==> config.mk <==
export PLATFORM = sky130hd
export DESIGN_NAME = porter_duff_pixel_compositor_core
export DESIGN_NICKNAME = d
export VERILOG_FILES = /design/src/hw/rtl/pdc_pkg.sv /design/src/hw/rtl/pdc_weight.sv /design/src/hw/rtl/pdc_lane.sv /design/src/hw/rtl/porter_duff_pixel_compositor_core.sv
export VERILOG_INCLUDE_DIRS = /design/src /design/src/hw/rtl
export SDC_FILE = /design/constraint.sdc
export NUM_CORES = 2
export LEC_CHECK = 0
export BUFFER_PORTS_ARGS = -buffer_cell sky130_fd_sc_hd__clkbuf_2
export CAP_MARGIN = 20
export CORE_MARGIN = 10
export CORE_UTILIZATION = 45
export CTS_CLUSTER_SIZE = 16
export DETAILED_ROUTE_END_ITERATION = 7
export PLACE_DENSITY = 0.65
export SYNTH_ARGS = -nofsm -noshare
export SYNTH_HDL_FRONTEND = slang
export SYNTH_SLANG_ARGS = --single-unit
==> constraint.sdc <==
create_clock -name clk -period 6.6 [get_ports clk]
set_clock_uncertainty 0.15 [all_clocks]
set_input_delay 0.33 -clock clk [delete_from_list [all_inputs] [get_ports clk]]
set_output_delay 0.33 -clock clk [all_outputs]
set_load 0.01 [all_outputs]
==> src/hw/rtl/porter_duff_pixel_compositor_core_macros.svh <==
// Assertion macros for the Porter-Duff pixel compositor core.
`ifndef PORTER_DUFF_PIXEL_COMPOSITOR_CORE_MACROS_SVH
`define PORTER_DUFF_PIXEL_COMPOSITOR_CORE_MACROS_SVH
`ifndef SYNTHESIS
`define PDC_ASSERT(lbl, clk, rst, prop, msg) \
  lbl: assert property (@(posedge clk) disable iff (rst) prop) else $error(msg);
`define PDC_ASSERT_NR(lbl, clk, prop, msg) \
  lbl: assert property (@(posedge clk) prop) else $error(msg);
`else
`define PDC_ASSERT(lbl, clk, rst, prop, msg)
`define PDC_ASSERT_NR(lbl, clk, prop, msg)
`endif
`endif

==> src/hw/rtl/pdc_pkg.sv <==
// Shared types, operator codes and weight helpers for the compositor.
package pdc_pkg;

  localparam int LANES = 4;
  localparam int CH_W = 8;
  localparam int PROD_W = 2 * CH_W;
  localparam int ALPHA_LANE = 3;

  localparam logic [3:0] OP_CLEAR     = 4'd0;
  localparam logic [3:0] OP_SOURCE    = 4'd1;
  localparam logic [3:0] OP_DEST      = 4'd2;
  localparam logic [3:0] OP_OVER      = 4'd3;
  localparam logic [3:0] OP_DEST_OVER = 4'd4;
  localparam logic [3:0] OP_IN        = 4'd5;
  localparam logic [3:0] OP_DEST_IN   = 4'd6;
  localparam logic [3:0] OP_OUT       = 4'd7;
  localparam logic [3:0] OP_DEST_OUT  = 4'd8;
  localparam logic [3:0] OP_ATOP      = 4'd9;
  localparam logic [3:0] OP_DEST_ATOP = 4'd10;
  localparam logic [3:0] OP_XOR       = 4'd11;
  localparam logic [3:0] OP_PLUS      = 4'd12;

  localparam logic [3:0] OP_MODE_RESET = OP_OVER;

  localparam logic REG_OP_MODE      = 1'b0;
  localparam logic REG_BG_HAS_ALPHA = 1'b1;

  localparam logic [1:0] W_ZERO  = 2'd0;
  localparam logic [1:0] W_FULL  = 2'd1;
  localparam logic [1:0] W_ALPHA = 2'd2;
  localparam logic [1:0] W_INV   = 2'd3;

  localparam logic [CH_W-1:0] CH_MAX = '1;

  typedef struct packed {
    logic [CH_W-1:0] fa;
    logic [CH_W-1:0] fb;
  } weights_t;

  typedef struct packed {
    logic [1:0] sel_a;
    logic [1:0] sel_b;
  } op_sel_t;

  function automatic op_sel_t op_select(input logic [3:0] op);
    op_sel_t s;
    case (op)
      OP_SOURCE:    s = '{sel_a: W_FULL,  sel_b: W_ZERO};
      OP_DEST:      s = '{sel_a: W_ZERO,  sel_b: W_FULL};
      OP_OVER:      s = '{sel_a: W_FULL,  sel_b: W_INV};
      OP_DEST_OVER: s = '{sel_a: W_INV,   sel_b: W_FULL};
      OP_IN:        s = '{sel_a: W_ALPHA, sel_b: W_ZERO};
      OP_DEST_IN:   s = '{sel_a: W_ZERO,  sel_b: W_ALPHA};
      OP_OUT:       s = '{sel_a: W_INV,   sel_b: W_ZERO};
      OP_DEST_OUT:  s = '{sel_a: W_ZERO,  sel_b: W_INV};
      OP_ATOP:      s = '{sel_a: W_ALPHA, sel_b: W_INV};
      OP_DEST_ATOP: s = '{sel_a: W_INV,   sel_b: W_ALPHA};
      OP_XOR:       s = '{sel_a: W_INV,   sel_b: W_INV};
      OP_PLUS:      s = '{sel_a: W_FULL,  sel_b: W_FULL};
      default:      s = '{sel_a: W_ZERO,  sel_b: W_ZERO};
    endcase
    return s;
  endfunction

  function automatic logic [CH_W-1:0] weight_of(input logic [1:0] sel,
                                                input logic [CH_W-1:0] alpha);
    logic [CH_W-1:0] w;
    case (sel)
      W_FULL:  w = CH_MAX;
      W_ALPHA: w = alpha;
      W_INV:   w = CH_MAX - alpha;
      default: w = '0;
    endcase
    return w;
  endfunction

endpackage

==> src/hw/rtl/pdc_weight.sv <==
// Operator decode: turns the operator and the two alphas into the blend weights.
module pdc_weight
  import pdc_pkg::*;
(
  input  logic [3:0]      op_mode,
  input  logic [CH_W-1:0] ad,
  input  logic [CH_W-1:0] as,
  output weights_t        w
);

  op_sel_t sel;

  assign sel  = op_select(op_mode);
  assign w.fa = weight_of(sel.sel_a, ad);
  assign w.fb = weight_of(sel.sel_b, as);

endmodule

==> src/hw/rtl/pdc_lane.sv <==
// One channel lane: two weighted products, rounding divide by 255, saturating add.
module pdc_lane
  import pdc_pkg::*;
(
  input  logic            clk,
  input  logic            en,
  input  logic [CH_W-1:0] c_ov,
  input  logic [CH_W-1:0] c_bg,
  input  weights_t        w,
  output logic [CH_W-1:0] result
);

  logic [PROD_W-1:0]   prod_a;
  logic [PROD_W-1:0]   prod_b;
  logic [PROD_W-1:0]   ya;
  logic [PROD_W-1:0]   yb;
  logic [PROD_W+8:0]   ma;
  logic [PROD_W+8:0]   mb;
  logic [CH_W:0]       sum;

  always_ff @(posedge clk) begin
    if (en) begin
      prod_a <= c_ov * w.fa;
      prod_b <= c_bg * w.fb;
    end
  end

  // floor((p + 128) / 255) equals ((p + 129) * 257) >> 16 for every 8x8 product.
  assign ya  = prod_a + PROD_W'(129);
  assign yb  = prod_b + PROD_W'(129);
  assign ma  = {9'd0, ya} + {1'b0, ya, 8'd0};
  assign mb  = {9'd0, yb} + {1'b0, yb, 8'd0};
  assign sum = {1'b0, ma[PROD_W+7:PROD_W]} + {1'b0, mb[PROD_W+7:PROD_W]};

  assign result = sum[CH_W] ? CH_MAX : sum[CH_W-1:0];

endmodule

==> src/hw/rtl/porter_duff_pixel_compositor_core.sv <==
// Top level of the Porter-Duff pixel compositor: stream ports, registers, lanes.
// The core composites one premultiplied RGBA overlay pixel over one background
// pixel per clock with the operator held in op_mode, and keeps taking an item
// every cycle as long as the output side is ready. An item passes three register
// stages: the operator decode, loaded at the accepting edge, the four channel
// multipliers, and the output register after the divide-by-255 and saturating
// add. While a result waits on the output, the whole pipeline and the input
// hold. The four lanes run side by side, one per channel. When bg_has_alpha is 0
// the background alpha is taken as opaque and the output alpha reads 0.
// Configure only while no item is in flight.
`include "porter_duff_pixel_compositor_core_macros.svh"
module porter_duff_pixel_compositor_core
  import pdc_pkg::*;
(
  input  logic        clk,
  input  logic        rst,
  input  logic        s_axis_tvalid,
  output logic        s_axis_tready,
  // ov_red, ov_green, ov_blue, ov_alpha, bg_red, bg_green, bg_blue, bg_alpha
  input  logic [63:0] s_axis_tdata,
  input  logic        s_axis_tlast,
  output logic        m_axis_tvalid,
  input  logic        m_axis_tready,
  // out_red, out_green, out_blue, out_alpha
  output logic [31:0] m_axis_tdata,
  output logic        m_axis_tlast,
  input  logic        psel,
  input  logic        penable,
  input  logic        pwrite,
  input  logic [2:0]  paddr,
  input  logic [31:0] pwdata,
  output logic [31:0] prdata,
  output logic        pready
);

  logic [3:0]      op_mode;
  logic            bg_has_alpha;
  logic            adv;
  logic            v1;
  logic            v2;
  logic            last1;
  logic            last2;
  logic [CH_W-1:0] s1_ov [LANES];
  logic [CH_W-1:0] s1_bg [LANES];
  weights_t        s1_w;
  weights_t        w_in;
  logic [CH_W-1:0] ad_in;
  logic [CH_W-1:0] lane_out [LANES];
  logic [CH_W-1:0] alpha_out;

  assign pready = 1'b1;

  always_ff @(posedge clk) begin
    if (rst) begin
      op_mode      <= OP_MODE_RESET;
      bg_has_alpha <= 1'b1;
    end else if (psel && penable && pwrite && pready) begin
      case (paddr[2])
        REG_OP_MODE:      op_mode <= pwdata[3:0];
        REG_BG_HAS_ALPHA: bg_has_alpha <= pwdata[0];
        default: ;
      endcase
    end
  end

  always_comb begin
    case (paddr[2])
      REG_OP_MODE:      prdata = {28'd0, op_mode};
      REG_BG_HAS_ALPHA: prdata = {31'd0, bg_has_alpha};
      default:          prdata = '0;
    endcase
  end

  assign adv           = !m_axis_tvalid || m_axis_tready;
  assign s_axis_tready = adv;
  assign ad_in         = bg_has_alpha ? s_axis_tdata[63:56] : CH_MAX;

  pdc_weight u_weight (
    .op_mode (op_mode),
    .ad      (ad_in),
    .as      (s_axis_tdata[31:24]),
    .w       (w_in)
  );

  always_ff @(posedge clk) begin
    if (rst) begin
      v1            <= 1'b0;
      v2            <= 1'b0;
      m_axis_tvalid <= 1'b0;
    end else if (adv) begin
      v1            <= s_axis_tvalid;
      v2            <= v1;
      m_axis_tvalid <= v2;
    end
  end

  always_ff @(posedge clk) begin
    if (adv) begin
      for (int i = 0; i < LANES; i++) begin
        s1_ov[i] <= s_axis_tdata[i*CH_W +: CH_W];
        s1_bg[i] <= (i == ALPHA_LANE) ? ad_in : s_axis_tdata[(LANES+i)*CH_W +: CH_W];
      end
      s1_w  <= w_in;
      last1 <= s_axis_tlast;
      last2 <= last1;
    end
  end

  for (genvar g = 0; g < LANES; g++) begin : g_lane
    pdc_lane u_lane (
      .clk    (clk),
      .en     (adv),
      .c_ov   (s1_ov[g]),
      .c_bg   (s1_bg[g]),
      .w      (s1_w),
      .result (lane_out[g])
    );
  end

  assign alpha_out = bg_has_alpha ? lane_out[ALPHA_LANE] : '0;

  always_ff @(posedge clk) begin
    if (adv) begin
      m_axis_tdata <= {alpha_out, lane_out[2], lane_out[1], lane_out[0]};
      m_axis_tlast <= last2;
    end
  end

  `PDC_ASSERT_NR(a_reset_empty, clk, rst |=> !m_axis_tvalid, "output valid after reset")
  `PDC_ASSERT(a_accept_fill, clk, rst, (s_axis_tvalid && s_axis_tready) |=> v1, "item lost")
  `PDC_ASSERT(a_drain, clk, rst, (v2 && s_axis_tready) |=> m_axis_tvalid, "result stalled")

endmodule

==> Flow_metrics.wiki <==
{| class="wikitable"
! Metric !! Value
|-
| Hold Path Depth || 4
|-
| Combined flip-flop and latch cell area || 7537 um2
|-
| Path category of the worst min-delay check || in2reg
|-
| Outcome || complete, no violations
|-
| Number of levels in the clock H-tree || 2
|-
| Starting utilization of the core area || 45.32%
|-
| Compound-Gate Fraction of Synth Area || 7.416%
|-
| Peak supply drop || 0.2985 mV
|-
| Insertion delay of the later-clocked pin in the worst-skew pair || 0.55 ns
|-
| Floorplan core area || 67040 um2
|-
| Largest net degree at the start of global routing || 150
|-
| Most instantiated cells after synthesis || sky130_fd_sc_hd__inv_1 (461), sky130_fd_sc_hd__ha_1 (375), sky130_fd_sc_hd__nand2_1 (350)
|-
| Number of buffers added by the clock tree synthesis step || 35
|-
| First drt pass iteration count || 5
|-
| Required time at the worst-slack endpoint || 6.75 ns
|-
| Portion of netlist area occupied by mux cells || 0.2388%
|-
| Die H || 279.8 um
|-
| Synth Area in Simple Gates || 17.09%
|-
| Kind of capture point of the worst setup path || flip-flop
|-
| Endpoint of the most critical register-to-register path || m_axis_tdata[27]
|-
| Syn Area/Cell || 9.692 um2
|-
| GPL Wtd Cong || 0.8674
|-
| Leakage dissipation || 16.05 nW
|-
| Transition time of the tightest slew-check pin || 0.9590 ns
|-
| Post-synthesis async set-or-reset flop share || 0%
|-
| Wire length of the first global-routing pass || 108200 um
|-
| Clock-pin slew of the registers on the worst-case setup and hold paths || 0.06 ns
|-
| Library cell occupying the most area in the post-synthesis netlist || sky130_fd_sc_hd__edfxtp_1
|-
| TritonCTS clock tree || done
|-
| Synthesized-area fraction occupied by xor and xnor cells || 8.326%
|-
| Routed wire length || 63960 um
|-
| Flop2flop setup slack || 0.68 ns
|-
| Detailed placer's ending HPWL || 49510 um
|-
| Synthesis-stage register bit count || 255
|-
| Arithmetic-cell share of the synthesized area counting full adders, half adders and majority gates || 34.72%
|-
| Number of vias in the routed layout || 21470
|-
| Area of the mapped netlist || 30380 um2
|-
| Startpoint of the lowest-slack register-to-register path || g_lane[3].u_lane.prod_b[0]
|-
| Total number of yosys warnings || 0
|-
| Worst-path fanout max || 8
|-
| DP Area || 31830 um2
|-
| Area of the die || 78310 um2
|-
| Type of origin of the critical path || flip-flop
|-
| Iteration-0 DRC count of the detailed router || 1146
|-
| Resized Gates After CTS || 0
|-
| Clock tree root buffer cell || sky130_fd_sc_hd__clkbuf_16
|-
| Most frequently used cell type in the post-synthesis netlist || sky130_fd_sc_hd__inv_1
|-
| Critical path data arrival time || 6.06 ns
|-
| Total gr overflow || 0
|-
| Sequential-to-total area share from yosys stat || 24.81%
|-
| Layout overhead on the synthesized area || 10.97%
|-
| Path type of the worst setup path || reg2reg
|-
| Minimum clock period after layout || 5.917 ns
|-
| Horizontal die dimension || 279.8 um
|-
| Power Dens Cells || 575.3 nW/um2
|-
| Worst hold start || pwdata[3]
|-
| Yosys cell types || 87
|-
| Share of final-layout standard cells stronger than drive strength 1 || 6.639%
|-
| Unrepaired setup endpoints after global routing || false
|-
| Number of antenna violations at the first check in global routing || 2
|-
| Max_cap viols || 0
|-
| Multi-input gate area in the final layout || 20710 um2
|-
| Row Count || 95
|-
| Top-level I/O count || 175
|-
| DRC violation count after routing || 0
|-
| Sum of negative setup slack || 0 ns
|-
| Area of all placed cells without fillers || 33720 um2
|-
| WL/cell || 15.22 um
|-
| Combinational family with the most area after synthesis || adder cells
|-
| IO buf count || 115
|-
| Global-route total usage across every layer || 16.66%
|-
| Layout fillers || 6252
|-
| Per-cell via count in the routed design || 5.108
|-
| Vias in the first global route || 21800
|-
| Final setup violation count || 0
|-
| Deepest clock path buffer count || 3
|-
| Synth area leaders || sky130_fd_sc_hd__edfxtp_1 (24%), sky130_fd_sc_hd__fa_1 (19%), sky130_fd_sc_hd__ha_1 (15%)
|-
| Number of nets in the layout || 4078
|-
| Post-synthesis instance total || 3135
|-
| Most instantiated flip-flop cell in the synthesis netlist || sky130_fd_sc_hd__edfxtp_1
|-
| Hold Violations, Final || 0
|-
| Fraction of synthesized cell area taken by the top area cell type || 24.02%
|-
| Max frequency || 0.1690 GHz
|-
| Antenna Violating Nets Remaining || 0
|-
| Num Clock Sinks || 255
|-
| Post-synth EDFFs || 243
|-
| Worst Reg2Reg Path Length in Cells || 22
|-
| Hold Path End || u_weight.sel[1]
|-
| Final clock period utilization by the worst path || 89.65%
|-
| Max-Slew Margin vs Limit || 36.07%
|-
| Number of pins with negative max-slew slack in the final report || 0
|}
-- registers in the layout, summed over array words and instances, names as in the netlist --
register	flops
bg_has_alpha	1
op_mode	4
u_weight.sel	4
m_axis_tvalid	1
g_lane.u_lane.prod_a	64
v2	1
s1_w	16
last1	1
m_axis_tdata	32
m_axis_tlast	1
g_lane.u_lane.prod_b	64
s1_ov	32
v1	1
last2	1
s1_bg	32
-- how the worst max path moves through the flow --
| stage | startpoint | end | slack [ns] |
|---|---|---|---|
| finish | g_lane[3].u_lane.prod_b[0] | m_axis_tdata[27] | 0.68 |
| global route | g_lane[3].u_lane.prod_b[0] | m_axis_tdata[27] | 0.18 |
| CTS | g_lane[3].u_lane.prod_b[0] | m_axis_tdata[27] | 0.71 |
| detailed placement | g_lane[3].u_lane.prod_b[0] | m_axis_tdata[30] | 0.73 |
| global placement | g_lane[3].u_lane.prod_b[0] | m_axis_tdata[31] | 0.80 |
| floorplan | g_lane[3].u_lane.prod_b[0] | m_axis_tdata[26] | 1.27 |
-- layout by cell type, fill, tap and decap left out, types with 27 or more instances in the layout --
master | Yosys | final
sky130_fd_sc_hd__fa_1 | 292 | 292
sky130_fd_sc_hd__o21ai_0 | 54 | 54
sky130_fd_sc_hd__nor2_1 | 141 | 141
sky130_fd_sc_hd__a21oi_1 | 83 | 83
sky130_fd_sc_hd__edfxtp_1 | 243 | 243
sky130_fd_sc_hd__and2_1 | 285 | 285
sky130_fd_sc_hd__clkbuf_16 | 0 | 37
sky130_fd_sc_hd__nand2_1 | 350 | 350
sky130_fd_sc_hd__nand3_1 | 54 | 54
sky130_fd_sc_hd__dlygate4sd3_1 | 0 | 72
sky130_fd_sc_hd__ha_1 | 375 | 375
sky130_fd_sc_hd__clkbuf_2 | 1 | 115
sky130_fd_sc_hd__conb_1 | 2 | 29
sky130_fd_sc_hd__nand2b_1 | 31 | 30
sky130_fd_sc_hd__a21o_1 | 27 | 27
sky130_fd_sc_hd__inv_1 | 461 | 461
sky130_fd_sc_hd__xnor2_1 | 203 | 203
sky130_fd_sc_hd__xor2_1 | 84 | 84
-- report_power, final --
| part | internal, W | total [W] | switching, W | leakage, nW |
|---|---|---|---|---|
| clock network | 0.00122 | 0.00198 | 0.000761 | 0.568 |
| logic | 0.00634 | 0.0136 | 0.00725 | 12.8 |
| registers | 0.00321 | 0.00383 | 0.000627 | 2.65 |
| total | 0.0108 | 0.0194 | 0.00863 | 16.0 |
-- cell type report --
class	instances	area share [%]
multi-input cells	2342	61.43
flip-flops and latches	255	22.35
inverters	461	5.132
repair buffers	209	4.371
well taps	873	3.239
clock buffers	44	2.824
clock inverters	18	0.6457
diodes	1	0.007421
-- metrics by stage --
step                      instances  utilization [%]  hold slack (ns)  total power (W)  worst slack [ns]
after floorplan                3162                -           0.2503          0.01471             1.265
after global placement         4068            47.47           0.2522          0.01726            0.7975
after detailed placement       4068            47.47           0.2583          0.01744            0.7275
after CTS                      4202            50.29          0.01619          0.01964            0.7069
after global routing           4202            50.29          0.04110          0.02175            0.1830
final                          4203            50.30          0.05512          0.01940            0.6834
-- critical path, stage by stage, from the launching register on --
cell and delay (ns):
sky130_fd_sc_hd__edfxtp_1 0.48, sky130_fd_sc_hd__ha_1 0.29, sky130_fd_sc_hd__and3_1 0.25, sky130_fd_sc_hd__a21oi_2 0.38, sky130_fd_sc_hd__nor2_1 0.12, sky130_fd_sc_hd__xnor2_1 0.25
sky130_fd_sc_hd__inv_1 0.10, sky130_fd_sc_hd__ha_1 0.21, sky130_fd_sc_hd__or4_1 0.51, sky130_fd_sc_hd__a311oi_1 0.32, sky130_fd_sc_hd__a31oi_1 0.24, sky130_fd_sc_hd__a211o_1 0.33
sky130_fd_sc_hd__and4b_1 0.23, sky130_fd_sc_hd__fa_1 0.46, sky130_fd_sc_hd__a21oi_1 0.17, sky130_fd_sc_hd__nor2_1 0.06, sky130_fd_sc_hd__nor2_1 0.15, sky130_fd_sc_hd__o21bai_1 0.08
sky130_fd_sc_hd__a21oi_1 0.23, sky130_fd_sc_hd__nor2b_1 0.08, sky130_fd_sc_hd__o21ai_0 0.15, sky130_fd_sc_hd__nand2b_1 0.21, sky130_fd_sc_hd__o21a_1 0.25
-- cells by family after synthesis --
group / after synthesis
and+or+nand+nor: 1021
DFF: 255
AOI/OAI and AO/OA: 329
adders and majority gates: 668
muxes: 7
xor gates and xnor gates: 288
other: 2
buffers and inverters: 565
-- layer usage --
metal / global-route usage [%] / routed length [um]
met1: 21.73 / 29010
met2: 28.35 / 30470
met3: 2.563 / 3014
met4: 4.574 / 1457
met5: 0 / 0
-- timing repair --
item | in CTS | in global routing
hold endpoints to repair | 71 | 0
hold buffers | 72 | 0
setup buffers | 0 | 0
Power figures use the tool's default switching activity.
